$ cat src/hdl/ssg_pkg.sv
`default_nettype none
package ssg_pkg;

  localparam int unsigned DEF_MAX_DIMS  = 4;
  localparam int unsigned DEF_MAX_ELEMS = 4096;

  localparam int unsigned IDX_W  = 12;  // elem_index width
  localparam int unsigned VAL_W  = 32;  // element width
  localparam int unsigned CFG_W  = 64;  // widest register
  localparam int unsigned CFG_AW = 3;   // register index width
  localparam int unsigned FLD_W  = 16;  // one packed per-dimension field
  localparam int unsigned NFLD   = 4;   // fields in a packed register
  localparam int unsigned X_W    = 34;  // signed multiplier operand
  localparam int unsigned DCNT_W = 4;   // dimension counter width

  typedef enum logic [CFG_AW-1:0] {
    REG_DIMS_USED  = 3'd0,
    REG_SLICE_DIMS = 3'd1,
    REG_IN_SHAPE   = 3'd2,
    REG_OUT_SHAPE  = 3'd3,
    REG_OFFSET     = 3'd4,
    REG_STEP       = 3'd5
  } cfg_reg_t;

  typedef enum logic [3:0] {
    ST_IDLE,
    ST_INIT,
    ST_STR_IN,
    ST_STR_OUT,
    ST_DIM,
    ST_DIV,
    ST_TERM,
    ST_MAC,
    ST_NEXT,
    ST_READ,
    ST_DONE
  } state_t;

  typedef enum logic [1:0] {
    MS_IN_STR,
    MS_OUT_STR,
    MS_BASE
  } mac_src_t;

  typedef struct packed {
    logic              capture;
    logic              load_wr;
    logic              str_init;
    logic              mac_clr;
    logic              mac_en;
    mac_src_t          mac_src;
    logic [1:0]        chunk;
    logic              str_wr_in;
    logic              str_wr_out;
    logic              div_init;
    logic              div_step;
    logic              div_done;
    logic              div_zero;
    logic              term_en;
    logic [DCNT_W-1:0] dim;
    logic              rd_en;
    logic              out_load;
  } dp_cmd_t;

  typedef struct packed {
    logic [DCNT_W-1:0] dim_last;
    logic [DCNT_W-1:0] slice_n;
    logic              str_zero;
    logic              in_range;
    logic              out_free;
  } dp_stat_t;

endpackage
`default_nettype wire

$ cat src/hdl/ssg_ctrl.sv
`default_nettype none
module ssg_ctrl (
  input  logic              clk,
  input  logic              rst_n,
  input  logic              in_valid,
  input  logic              in_req_type,
  output logic              in_ready,
  output ssg_pkg::dp_cmd_t  cmd,
  input  ssg_pkg::dp_stat_t stat
);
  import ssg_pkg::*;

  localparam logic [3:0] DIV_LAST = 4'(IDX_W - 1);

  state_t            state_r, state_nxt;
  logic [DCNT_W-1:0] k_r, k_nxt;
  logic [1:0]        c_r, c_nxt;
  logic [3:0]        bc_r, bc_nxt;

  always_ff @(posedge clk) begin
    if (!rst_n) begin
      state_r <= ST_IDLE;
      k_r     <= '0;
      c_r     <= '0;
      bc_r    <= '0;
    end else begin
      state_r <= state_nxt;
      k_r     <= k_nxt;
      c_r     <= c_nxt;
      bc_r    <= bc_nxt;
    end
  end

  always_comb begin
    state_nxt = state_r;
    k_nxt     = k_r;
    c_nxt     = c_r;
    bc_nxt    = bc_r;
    in_ready  = 1'b0;
    cmd       = '0;
    cmd.dim   = k_r;
    case (state_r)
      ST_IDLE: begin
        in_ready = 1'b1;
        if (in_valid) begin
          if (in_req_type) begin
            cmd.capture = 1'b1;
            state_nxt   = ST_INIT;
          end else begin
            cmd.load_wr = 1'b1;
          end
        end
      end
      ST_INIT: begin
        // innermost strides are one; walk outward from there
        cmd.dim      = stat.dim_last;
        cmd.str_init = 1'b1;
        cmd.mac_clr  = 1'b1;
        k_nxt        = stat.dim_last;
        c_nxt        = '0;
        if (stat.dim_last == '0) begin
          state_nxt = ST_DIM;
        end else begin
          state_nxt = ST_STR_IN;
        end
      end
      ST_STR_IN: begin
        cmd.mac_en  = 1'b1;
        cmd.mac_src = MS_IN_STR;
        cmd.chunk   = c_r;
        c_nxt       = c_r + 2'd1;
        if (c_r == 2'd3) begin
          cmd.str_wr_in = 1'b1;
          cmd.mac_clr   = 1'b1;
          state_nxt     = ST_STR_OUT;
        end
      end
      ST_STR_OUT: begin
        cmd.mac_en  = 1'b1;
        cmd.mac_src = MS_OUT_STR;
        cmd.chunk   = c_r;
        c_nxt       = c_r + 2'd1;
        if (c_r == 2'd3) begin
          cmd.str_wr_out = 1'b1;
          cmd.mac_clr    = 1'b1;
          k_nxt          = k_r - 1'b1;
          if (k_r == DCNT_W'(1)) begin
            state_nxt = ST_DIM;
          end else begin
            state_nxt = ST_STR_IN;
          end
        end
      end
      ST_DIM: begin
        bc_nxt = '0;
        if (stat.str_zero) begin
          cmd.div_zero = 1'b1;
          state_nxt    = (k_r < stat.slice_n) ? ST_TERM : ST_NEXT;
        end else begin
          cmd.div_init = 1'b1;
          state_nxt    = ST_DIV;
        end
      end
      ST_DIV: begin
        cmd.div_step = 1'b1;
        bc_nxt       = bc_r + 4'd1;
        if (bc_r == DIV_LAST) begin
          cmd.div_done = 1'b1;
          state_nxt    = (k_r < stat.slice_n) ? ST_TERM : ST_NEXT;
        end
      end
      ST_TERM: begin
        cmd.term_en = 1'b1;
        c_nxt       = '0;
        state_nxt   = ST_MAC;
      end
      ST_MAC: begin
        cmd.mac_en  = 1'b1;
        cmd.mac_src = MS_BASE;
        cmd.chunk   = c_r;
        c_nxt       = c_r + 2'd1;
        if (c_r == 2'd3) begin
          state_nxt = ST_NEXT;
        end
      end
      ST_NEXT: begin
        if (k_r == stat.dim_last) begin
          state_nxt = ST_READ;
        end else begin
          k_nxt     = k_r + 1'b1;
          state_nxt = ST_DIM;
        end
      end
      ST_READ: begin
        cmd.rd_en = 1'b1;
        state_nxt = ST_DONE;
      end
      ST_DONE: begin
        if (stat.out_free) begin
          cmd.out_load = 1'b1;
          state_nxt    = ST_IDLE;
        end
      end
      default: begin
        state_nxt = ST_IDLE;
      end
    endcase
  end
endmodule
`default_nettype wire

$ cat config.mk
export PLATFORM = sky130hd
export DESIGN_NAME = ssg_ctrl
export DESIGN_NICKNAME = d
export VERILOG_FILES = /design/src/hdl/ssg_pkg.sv /design/src/hdl/ssg_ctrl.sv
export SDC_FILE = /design/constraint.sdc
export NUM_CORES = 1
export LEC_CHECK = 0
export BUFFER_PORTS_ARGS = -buffer_cell sky130_fd_sc_hd__buf_2
export CAP_MARGIN = 5
export CELL_PAD_IN_SITES_DETAIL_PLACEMENT = 1
export CELL_PAD_IN_SITES_GLOBAL_PLACEMENT = 1
export CORE_MARGIN = 3
export CORE_UTILIZATION = 41
export CTS_BUF_LIST = sky130_fd_sc_hd__clkbuf_8 sky130_fd_sc_hd__clkbuf_16
export CTS_CLUSTER_SIZE = 24
export DETAILED_ROUTE_END_ITERATION = 6
export PLACE_DENSITY = 0.9
export SLEW_MARGIN = 40
export SYNTH_ARGS = -nofsm -noshare
export SYNTH_HDL_FRONTEND = slang
export SYNTH_SLANG_ARGS = --single-unit
$ cat constraint.sdc
create_clock -name clk -period 2.8 [get_ports clk]
set_input_delay 0.28 -clock clk [delete_from_list [all_inputs] [get_ports clk]]
set_output_delay 0.28 -clock clk [all_outputs]
set_load 0.005 [all_outputs]
# Word level (Yosys, flattened, before mapping)
# Index checks and enable logic that the tools add are counted.
# totals
register_bits	14
# op_classes
addsub	4
n_mux	40
n_reduce_logical	10
magnitude_cmp	1
n_eq_ne	22
# op_table
cell	count
2-to-1 mux 4 bit	13
one-hot mux 4 bit (11 select lines)	1
== test 4 x 3 -> 1 bit (second input constant)	4
== test 4 bit (second input constant)	4
2-to-1 mux 1 bit	16
!= test 2 bit (second input constant)	8
one-hot mux 5 bit (3 select lines)	1
one-hot mux 4 bit (3 select lines)	1
adder 4 x 1 -> 4 bit (second input constant)	2
== test 4 x 1 -> 1 bit (second input constant)	2
== test 4 x 2 -> 1 bit (second input constant)	2
zero test 4 bit	2
one-hot mux 4 bit (2 select lines)	1
AND reduction 7 bit	1
2-to-1 mux 2 bit	3
2-to-1 mux 3 bit	2
== test 4 bit	1
less-than comparator 4 bit	1
one-hot mux 2 bit (2 select lines)	1
nonzero test 2 bit	2
OR reduction 2 bit	2
subtractor 4 x 1 -> 4 bit (second input constant)	1
AND reduction 3 bit	1
nonzero test 3 bit	1
other kinds (4)	4

# Depth between registers and ports, before layout
# Gate-level depths: netlist of run 1.
# logic_depth
depth_word	4
ltp_mapped	8

# Worst setup path before layout of run 1
# Ideal clock, no wire load.
# synth_timing
kind	register to register
from	register state_r[0]
to	register k_r[3]
required_time_ns	2.681
path_stages_with_launch	9
slack_ns	1.135
arrival_time_ns	1.546
path_cell_list	dfxtp_1 -> buf_4 -> inv_2 -> or3_4 -> clkinv_4 -> nor2_2 -> a221o_1 -> o221ai_1 -> nor2b_1
# synth_via
elab_chain_len	3
elab_cells_between_ends	8
# synth_rtl
item	line	text
start, declared	ssg_ctrl.sv:15	state_t state_r, state_nxt;
start signal, assigned	ssg_ctrl.sv:27	state_r <= state_nxt;
== test 4 bit (tied with other cells)	ssg_ctrl.sv:42	case (state_r)
!= test 2 bit (no line) or nonzero test 3 bit (tied branches)	n/a	
AND reduction 3 bit (no line)	n/a	
end signal, assigned	ssg_ctrl.sv:28	k_r <= k_nxt;
end, declared	ssg_ctrl.sv:16	logic [DCNT_W-1:0] k_r, k_nxt;
# Parallel ways exist; a longest one is shown, timed or not.
# A chain may end at the register's enable or synchronous reset.

==> qor.txt, run 1 <==
GLOBAL ROUTING
--------------------------------------------------------------------------------
Total global routing track utilization ............................        0.244
Antenna violations before repair ..................................            0
Overflow left after global routing ................................            0
Via count of the first global-routing pass ........................         1586
Global-route wire length before repair ............................      7980 µm
Pin count of the biggest net entering global routing ..............           19

LOGIC SYNTHESIS
--------------------------------------------------------------------------------
Unique masters post-synth .........................................           54
Synth Cell Area ...................................................     1370 µm²
Net count after synthesis .........................................          195
Main synth FF type ................................................ sky130_fd_sc_hd__dfxtp_1
Synth Register Bits ...............................................           14
Average footprint of a synthesized cell ...........................     7.98 µm²
Yosys Warn Count ..................................................            0
Sequential share of the synthesized area ..........................        0.204
Gate count of the mapped netlist ..................................          172
Async SR Flop Fraction ............................................            0
Synth top area share ..............................................        0.204
Area contributors post-synth ...................................... sky130_fd_sc_hd__dfxtp_1 (20%), sky130_fd_sc_hd__ha_1 (7.3%), sky130_fd_sc_hd__nor2_1 (4.4%), sky130_fd_sc_hd__nand2_1 (4.1%), sky130_fd_sc_hd__o21ai_0 (4.0%)
Cell type contributing the most total cell area after synthesis ... sky130_fd_sc_hd__dfxtp_1
Number of enable-type register cells in the synthesized netlist ...            0

WORST SETUP PATH
--------------------------------------------------------------------------------
FF-to-FF path depth ...............................................            5
Cell family with most CP delay ....................................   flip-flops
Worst path bufs/invs ..............................................            1
CP Max Fanout .....................................................           18
Kind of capture point of the worst setup path ..................... primary output
CP Data Arrival Time ..............................................      2100 ps
Highest cell delay on the worst timing path .......................       790 ps
Worst Setup Path Type ............................................. flip-flop to primary output
Crit path cell chain .............................................. nor4b_4 -> mux2_2 -> buf_2
Critical path startpoint category .................................    flip-flop
Critical path's slowest cell ...................................... sky130_fd_sc_hd__dfxtp_1
Crit path depth ...................................................            3
Required time reported for the critical path endpoint .............      2520 ps

FINAL LAYOUT
--------------------------------------------------------------------------------
Filler cell count .................................................          412
Multi-input gate area .............................................     1010 µm²
Number of standard cells in the final layout excluding fillers ....          250
Syn-to-layout area delta ..........................................        19.4%
Fin area ..........................................................     1640 µm²
Most common cell after layout, fill and taps aside ................ sky130_fd_sc_hd__buf_2
Share of post-route cells with drive strength above 1 .............        0.282
Number of inserted diodes .........................................            0
Number of nets in the layout ......................................          230
Area taken by flip-flops and latches ..............................      280 µm²
End-of-flow core utilization ......................................        0.524
Highest-count cells in the layout ignoring fill and taps .......... sky130_fd_sc_hd__buf_2 (36), sky130_fd_sc_hd__nor2_1 (16), sky130_fd_sc_hd__nand2_1 (15), sky130_fd_sc_hd__dfxtp_1 (14), sky130_fd_sc_hd__o21ai_0 (11)

FLOORPLANNING
--------------------------------------------------------------------------------
Total number of placement rows ....................................           20
Full die area .....................................................     4080 µm²
Overall die width .................................................      63.9 µm
Ports placed on the boundary ......................................           38
DIE HEIGHT ........................................................      63.9 µm
Area of the placeable core ........................................     3130 µm²
Initial standard-cell utilization of the core .....................        0.439

CLOCK TREE
--------------------------------------------------------------------------------
CTS Root Buffer Type .............................................. sky130_fd_sc_hd__clkbuf_8
Number of clock buffers inserted by TritonCTS .....................            3
Clock slew at reported path FFs ...................................        70 ps
Maximum count of clock buffers along a single path ................            2
TritonCTS clock tree ..............................................        built
Clk Latency, worst-skew pair ......................................       250 ps
Number of clock sinks seen by CTS .................................           14
Count of hold-fix buffers inserted at cts .........................            0
Post-CTS resize count .............................................            0
Post-CTS Repair Setup Buffers .....................................            0
Htree depth .......................................................            1

POWER
--------------------------------------------------------------------------------
Internal power summed over all cells ..............................   0.000709 W
Sequential cell fraction of total power ...........................        0.269
Clock network power share .........................................        0.154
Static Leakage ....................................................     0.725 nW
Switching power as a share of total power .........................        0.475
Portion of total power attributed to combinational logic ..........        0.577
Worst VDD drop ....................................................   0.000274 V
Power density over the cells ......................................   824 nW/µm²
Switching component of the power ..................................   0.000642 W

ROUTE
--------------------------------------------------------------------------------
DR vias/cell ......................................................         6.15
Post-route ant nets ...............................................            0
DR DRC count ......................................................            0
Routed via count ..................................................         1537
Total detailed-routing wirelength .................................      4720 µm
Iteration-0 DRC count of the detailed router ......................           66
Post-DR wirelength/cell ...........................................      18.9 µm
Drt first pass iters ..............................................            4

STA
--------------------------------------------------------------------------------
Final cycle utilization of the critical path ......................        0.849
Setup skew after layout ...........................................      4.25 ps
Setup violations, final ...........................................            0
Setup TNS .........................................................         0 ps
Worst-Margin Slew .................................................       828 ps
Maximum clock frequency ...........................................    0.421 GHz
Fin crit period ...................................................      2380 ps
RSZ-0062 raised after global routing ..............................           no
Hold Slack ........................................................       334 ps
Worst slew margin relative to its limit ...........................        0.447
Number of pins exceeding their max-slew limit in the final report .            0
Number of hold violations in the final report .....................            0

JOB
--------------------------------------------------------------------------------
Number of max-cap violations ......................................            0

PLACED DESIGN
--------------------------------------------------------------------------------
GP Congestion .....................................................        0.868
PortBufs ..........................................................           36
Placed instance count .............................................          246
Cell area reported after detailed placement .......................     1580 µm²
Hpwl dp ...........................................................      3380 µm

HOLD PATH
--------------------------------------------------------------------------------
Hold Path Stages ..................................................            3
Worst hold path type .............................................. primary input to flip-flop

RUN STATUS
--------------------------------------------------------------------------------
Result of the run ................................................. finished clean

[worst paths after layout]
kind              slack (ps)          to       start
hold / removal           330      k_r[0]     stat[7]
setup / recovery         420      cmd[4]  state_r[0]
setup reg to reg         490  state_r[2]  state_r[0]
hold reg to reg          500     bc_r[1]     bc_r[1]
[kinds of logic (layout without fill, tap and decap cells)]
kind of cell,Yosys count,count (layout),synth area share
AND/OR/NAND/NOR,75,75,0.323
multiplexers,6,6,0.0456
buffers and inverters,17,51,0.0592
adder cells (fa/ha/maj),8,8,0.0729
flip-flops,14,14,0.204
AO/OA/AOI/OAI,48,48,0.270
XOR/XNOR,4,4,0.0255
[state kept, by name, summed over array words and instances (netlist names)]
| signal | count |
|---|---|
| c_r | 2 |
| state_r | 4 |
| k_r | 4 |
| bc_r | 4 |
[area by class of cell]
| type | count | share of cell area |
|---|---|---|
| multi-input combinational | 141 | 0.617 |
| timing repair buffer | 39 | 0.124 |
| tap | 44 | 0.0336 |
| sequential | 14 | 0.171 |
| clock buffer | 4 | 0.0336 |
| inverter | 8 | 0.0214 |
[synthesized netlist by cell type, types with 2 or more instances]
| cell | n |
|---|---|
| sky130_fd_sc_hd__nor4_1 | 6 |
| sky130_fd_sc_hd__nand2b_1 | 2 |
| sky130_fd_sc_hd__nor3_1 | 5 |
| sky130_fd_sc_hd__nand4_1 | 2 |
| sky130_fd_sc_hd__o21ai_0 | 11 |
| sky130_fd_sc_hd__dfxtp_1 | 14 |
| sky130_fd_sc_hd__and4_1 | 2 |
| sky130_fd_sc_hd__a31oi_1 | 3 |
| sky130_fd_sc_hd__inv_1 | 6 |
| sky130_fd_sc_hd__ha_1 | 8 |
| sky130_fd_sc_hd__and2_1 | 2 |
| sky130_fd_sc_hd__mux2_2 | 2 |
| sky130_fd_sc_hd__nor4b_4 | 2 |
| sky130_fd_sc_hd__a22oi_1 | 2 |
| sky130_fd_sc_hd__buf_4 | 3 |
| sky130_fd_sc_hd__a21boi_0 | 2 |
| sky130_fd_sc_hd__a21boi_1 | 3 |
| sky130_fd_sc_hd__nor2_1 | 16 |
| sky130_fd_sc_hd__mux2i_1 | 4 |
| sky130_fd_sc_hd__xnor2_1 | 4 |
| sky130_fd_sc_hd__a21oi_1 | 7 |
| sky130_fd_sc_hd__nand3_1 | 2 |
| sky130_fd_sc_hd__and3_1 | 3 |
| sky130_fd_sc_hd__clkbuf_1 | 5 |
| sky130_fd_sc_hd__nand2_1 | 15 |
| sky130_fd_sc_hd__o211a_1 | 2 |
| sky130_fd_sc_hd__nand3b_1 | 3 |
| sky130_fd_sc_hd__o21a_1 | 4 |
| sky130_fd_sc_hd__nor3b_1 | 2 |
| sky130_fd_sc_hd__nor2b_1 | 6 |
[tightest hold or removal path: cells and delay by family]
family	cells	cell delay, ps
AOI/OAI and AO/OA	1	60
and+or+nand+nor	1	70
buffers and inverters	1	120
[metrics by stage]
step	total power [W]	setup WS, ps
2_1_floorplan	0.000888	1130
3_3_place_gp	0.00107	671
3_5_place_dp	0.00112	570
4_1_cts	0.00135	432
5_1_grt	0.00146	292
6_report	0.00135	424
[power by group through the flow]
stage	sequential, W	combinational, W	clock, W
5_1_grt	0.000374	0.000864	0.000225
3_5_place_dp	0.000358	0.000759	0
3_3_place_gp	0.000353	0.000713	0
6_report	0.000363	0.000780	0.000208
4_1_cts	0.000359	0.000776	0.000211
2_1_floorplan	0.000295	0.000593	0
[metal layers]
| metal | routed length [µm] | vias to the layer above | share of wire | GRT usage |
|---|---|---|---|---|
| met5 | 0 | - | 0 | 0 |
| met4 | 106 | 0 | 0.022 | 0.0728 |
| met3 | 197 | 12 | 0.042 | 0.0404 |
| met2 | 2400 | 57 | 0.51 | 0.434 |
| met1 | 2020 | 760 | 0.43 | 0.298 |
| li1 | - | 708 | - | - |
Note: power is estimated with default switching activity, not from simulation.
==> inputs of run 2 (changes only) <==
--- a/config.mk
+++ b/config.mk
@@ -10,11 +10,11 @@
 export CELL_PAD_IN_SITES_DETAIL_PLACEMENT = 1
 export CELL_PAD_IN_SITES_GLOBAL_PLACEMENT = 1
 export CORE_MARGIN = 3
-export CORE_UTILIZATION = 41
+export CORE_UTILIZATION = 34
 export CTS_BUF_LIST = sky130_fd_sc_hd__clkbuf_8 sky130_fd_sc_hd__clkbuf_16
 export CTS_CLUSTER_SIZE = 24
 export DETAILED_ROUTE_END_ITERATION = 6
-export PLACE_DENSITY = 0.9
+export PLACE_DENSITY = 0.8
 export SLEW_MARGIN = 40
 export SYNTH_ARGS = -nofsm -noshare
 export SYNTH_HDL_FRONTEND = slang
==> constraint.sdc (replaced) <==
create_clock -name clk -period 2.16 [get_ports clk]
set_input_delay 0.216 -clock clk [delete_from_list [all_inputs] [get_ports clk]]
set_output_delay 0.216 -clock clk [all_outputs]
set_load 0.005 [all_outputs]
==> qor.txt, run 2 (synthesized netlist as in run 1, its figures left out) <==
GLOBAL ROUTING
--------------------------------------------------------------------------------
Antenna violations before repair ..................................            0
Overflow left after global routing ................................            0
Via count of the first global-routing pass ........................         1465
Pin count of the biggest net entering global routing ..............           15
Total global routing track utilization ............................        0.179
Global-route wire length before repair ............................      7140 µm

POWER
--------------------------------------------------------------------------------
Internal power summed over all cells ..............................   0.000980 W
Switching component of the power ..................................   0.000816 W
Worst VDD drop ....................................................   0.000431 V
Static Leakage ....................................................     0.761 nW
Sequential cell fraction of total power ...........................        0.240
Portion of total power attributed to combinational logic ..........        0.609
Power density over the cells ......................................  1060 nW/µm²
Clock network power share .........................................        0.151
Power consumption .................................................    0.00180 W
Switching power as a share of total power .........................        0.454

ROUTE
--------------------------------------------------------------------------------
Post-DR wirelength/cell ...........................................      16.1 µm
Post-route ant nets ...............................................            0
Iteration-0 DRC count of the detailed router ......................           61
Routed via count ..................................................         1460
Uppermost layer routed ............................................         met4
Routed met3 length ................................................       209 µm
Drt first pass iters ..............................................            4
Total detailed-routing wirelength .................................      4210 µm
DR DRC count ......................................................            0
Sum of routed wire segments on met1 ...............................      1890 µm
Detailed-routed wire length on met2 ...............................      2060 µm
DR vias/cell ......................................................         5.59

STA
--------------------------------------------------------------------------------
RSZ-0062 raised after global routing ..............................           no
Number of hold violations in the final report .....................            0
Number of pins exceeding their max-slew limit in the final report .            0
Setup skew after layout ...........................................      1.94 ps
Setup violations, final ...........................................            0
Worst slew margin relative to its limit ...........................        0.632
Final cycle utilization of the critical path ......................        0.956
Worst-Margin Slew .................................................       546 ps
Maximum clock frequency ...........................................    0.484 GHz
Setup TNS .........................................................         0 ps
Fin crit period ...................................................      2060 ps

CLOCK TREE
--------------------------------------------------------------------------------
Post-CTS Repair Setup Buffers .....................................            0
Number of clock buffers inserted by TritonCTS .....................            3
Clk Latency, worst-skew pair ......................................       250 ps
TritonCTS clock tree ..............................................        built
CTS Root Buffer Type .............................................. sky130_fd_sc_hd__clkbuf_8
Maximum count of clock buffers along a single path ................            2
Clock slew at reported path FFs ...................................        60 ps
Post-CTS resize count .............................................            0
Count of hold-fix buffers inserted at cts .........................            0
Htree depth .......................................................            1
Number of clock sinks seen by CTS .................................           14

PLACED DESIGN
--------------------------------------------------------------------------------
GP Congestion .....................................................        0.812
Hpwl dp ...........................................................      3250 µm
PortBufs ..........................................................           36

FINAL LAYOUT
--------------------------------------------------------------------------------
Highest-count cells in the layout ignoring fill and taps .......... sky130_fd_sc_hd__buf_2 (36), sky130_fd_sc_hd__nor2_1 (16), sky130_fd_sc_hd__nand2_1 (15), sky130_fd_sc_hd__dfxtp_1 (14), sky130_fd_sc_hd__o21ai_0 (11)
Most common cell after layout, fill and taps aside ................ sky130_fd_sc_hd__buf_2
Share of post-route cells with drive strength above 1 .............        0.305
Syn-to-layout area delta ..........................................        23.6%
Filler cell count .................................................          487
Top flop regs ..................................................... bc_r: 4 flops, k_r: 4 flops, state_r: 4 flops
Number of nets in the layout ......................................          237
Number of inserted diodes .........................................            0

WORST SETUP PATH
--------------------------------------------------------------------------------
CP Max Fanout .....................................................            8
Worst Setup Path Type ............................................. flip-flop to primary output
Required time reported for the critical path endpoint .............      1940 ps
Kind of capture point of the worst setup path ..................... primary output
FF-to-FF path depth ...............................................            7
Critical path startpoint category .................................    flip-flop
CP Data Arrival Time ..............................................      1850 ps

HOLD PATH
--------------------------------------------------------------------------------
Hold Path Stages ..................................................            3
Worst hold path type .............................................. primary input to flip-flop

RUN STATUS
--------------------------------------------------------------------------------
Result of the run ................................................. finished clean

FLOORPLANNING
--------------------------------------------------------------------------------
Area of the placeable core ........................................     3770 µm²
Full die area .....................................................     4840 µm²
Overall die width .................................................      69.5 µm
Ports placed on the boundary ......................................           38
Initial standard-cell utilization of the core .....................        0.364
DIE HEIGHT ........................................................      69.5 µm
Total number of placement rows ....................................           22

JOB
--------------------------------------------------------------------------------
Number of max-cap violations ......................................            0

## run 2: worst paths after layout
path                   start  endpoint  slack, ps
setup / recovery  state_r[1]    cmd[4]        100
setup reg to reg  state_r[3]    k_r[3]        230
hold reg to reg      bc_r[1]   bc_r[1]        490
hold / removal       stat[7]    k_r[0]        250
## run 2: power by group through the flow
stage	sequential (W)	clock [W]	combinational (W)
after detailed placement	0.000434	0	0.00109
after global placement	0.000433	0	0.00106
after floorplan	0.000382	0	0.000769
final	0.000431	0.000271	0.00109
after CTS	0.000429	0.000278	0.00110
after global routing	0.000445	0.000292	0.00121
## run 2: per-stage QoR
step | util | cells | setup slack, ps | hold slack, ps | cell area, µm²
finish | 0.450 | 261 | 95.6 | 249 | 1700
global route | 0.450 | 261 | 6.86 | 271 | 1700
CTS | 0.450 | 261 | 70.7 | 249 | 1700
detailed placement | 0.435 | 257 | 235 | 491 | 1640
global placement | 0.435 | 257 | 270 | 472 | 1640
floorplan | - | 172 | 495 | 354 | 1370
## run 2: final cells by class
cell class / instances / area [µm²] / area share
Multi-Input combinational cell: 141 / 1010 / 0.596
Sequential cell: 14 / 280 / 0.165
Timing Repair Buffer: 46 / 255 / 0.150
Tap cell: 48 / 60.1 / 0.0354
Clock buffer: 4 / 55.1 / 0.0324
Inverter: 8 / 35.0 / 0.0206
## run 2: worst max-delay path: stages (launching register included)
cell and delay, ps:
sky130_fd_sc_hd__dfxtp_1 400, sky130_fd_sc_hd__buf_4 200, sky130_fd_sc_hd__nor4b_4 470, sky130_fd_sc_hd__mux2_2 390
sky130_fd_sc_hd__buf_2 130
## run 2: layer usage
metal	vias to the layer above	track usage
met3	4	0.0290
met1	703	0.233
li1	721	-
met2	32	0.302
met4	0	0.0521
met5	-	0
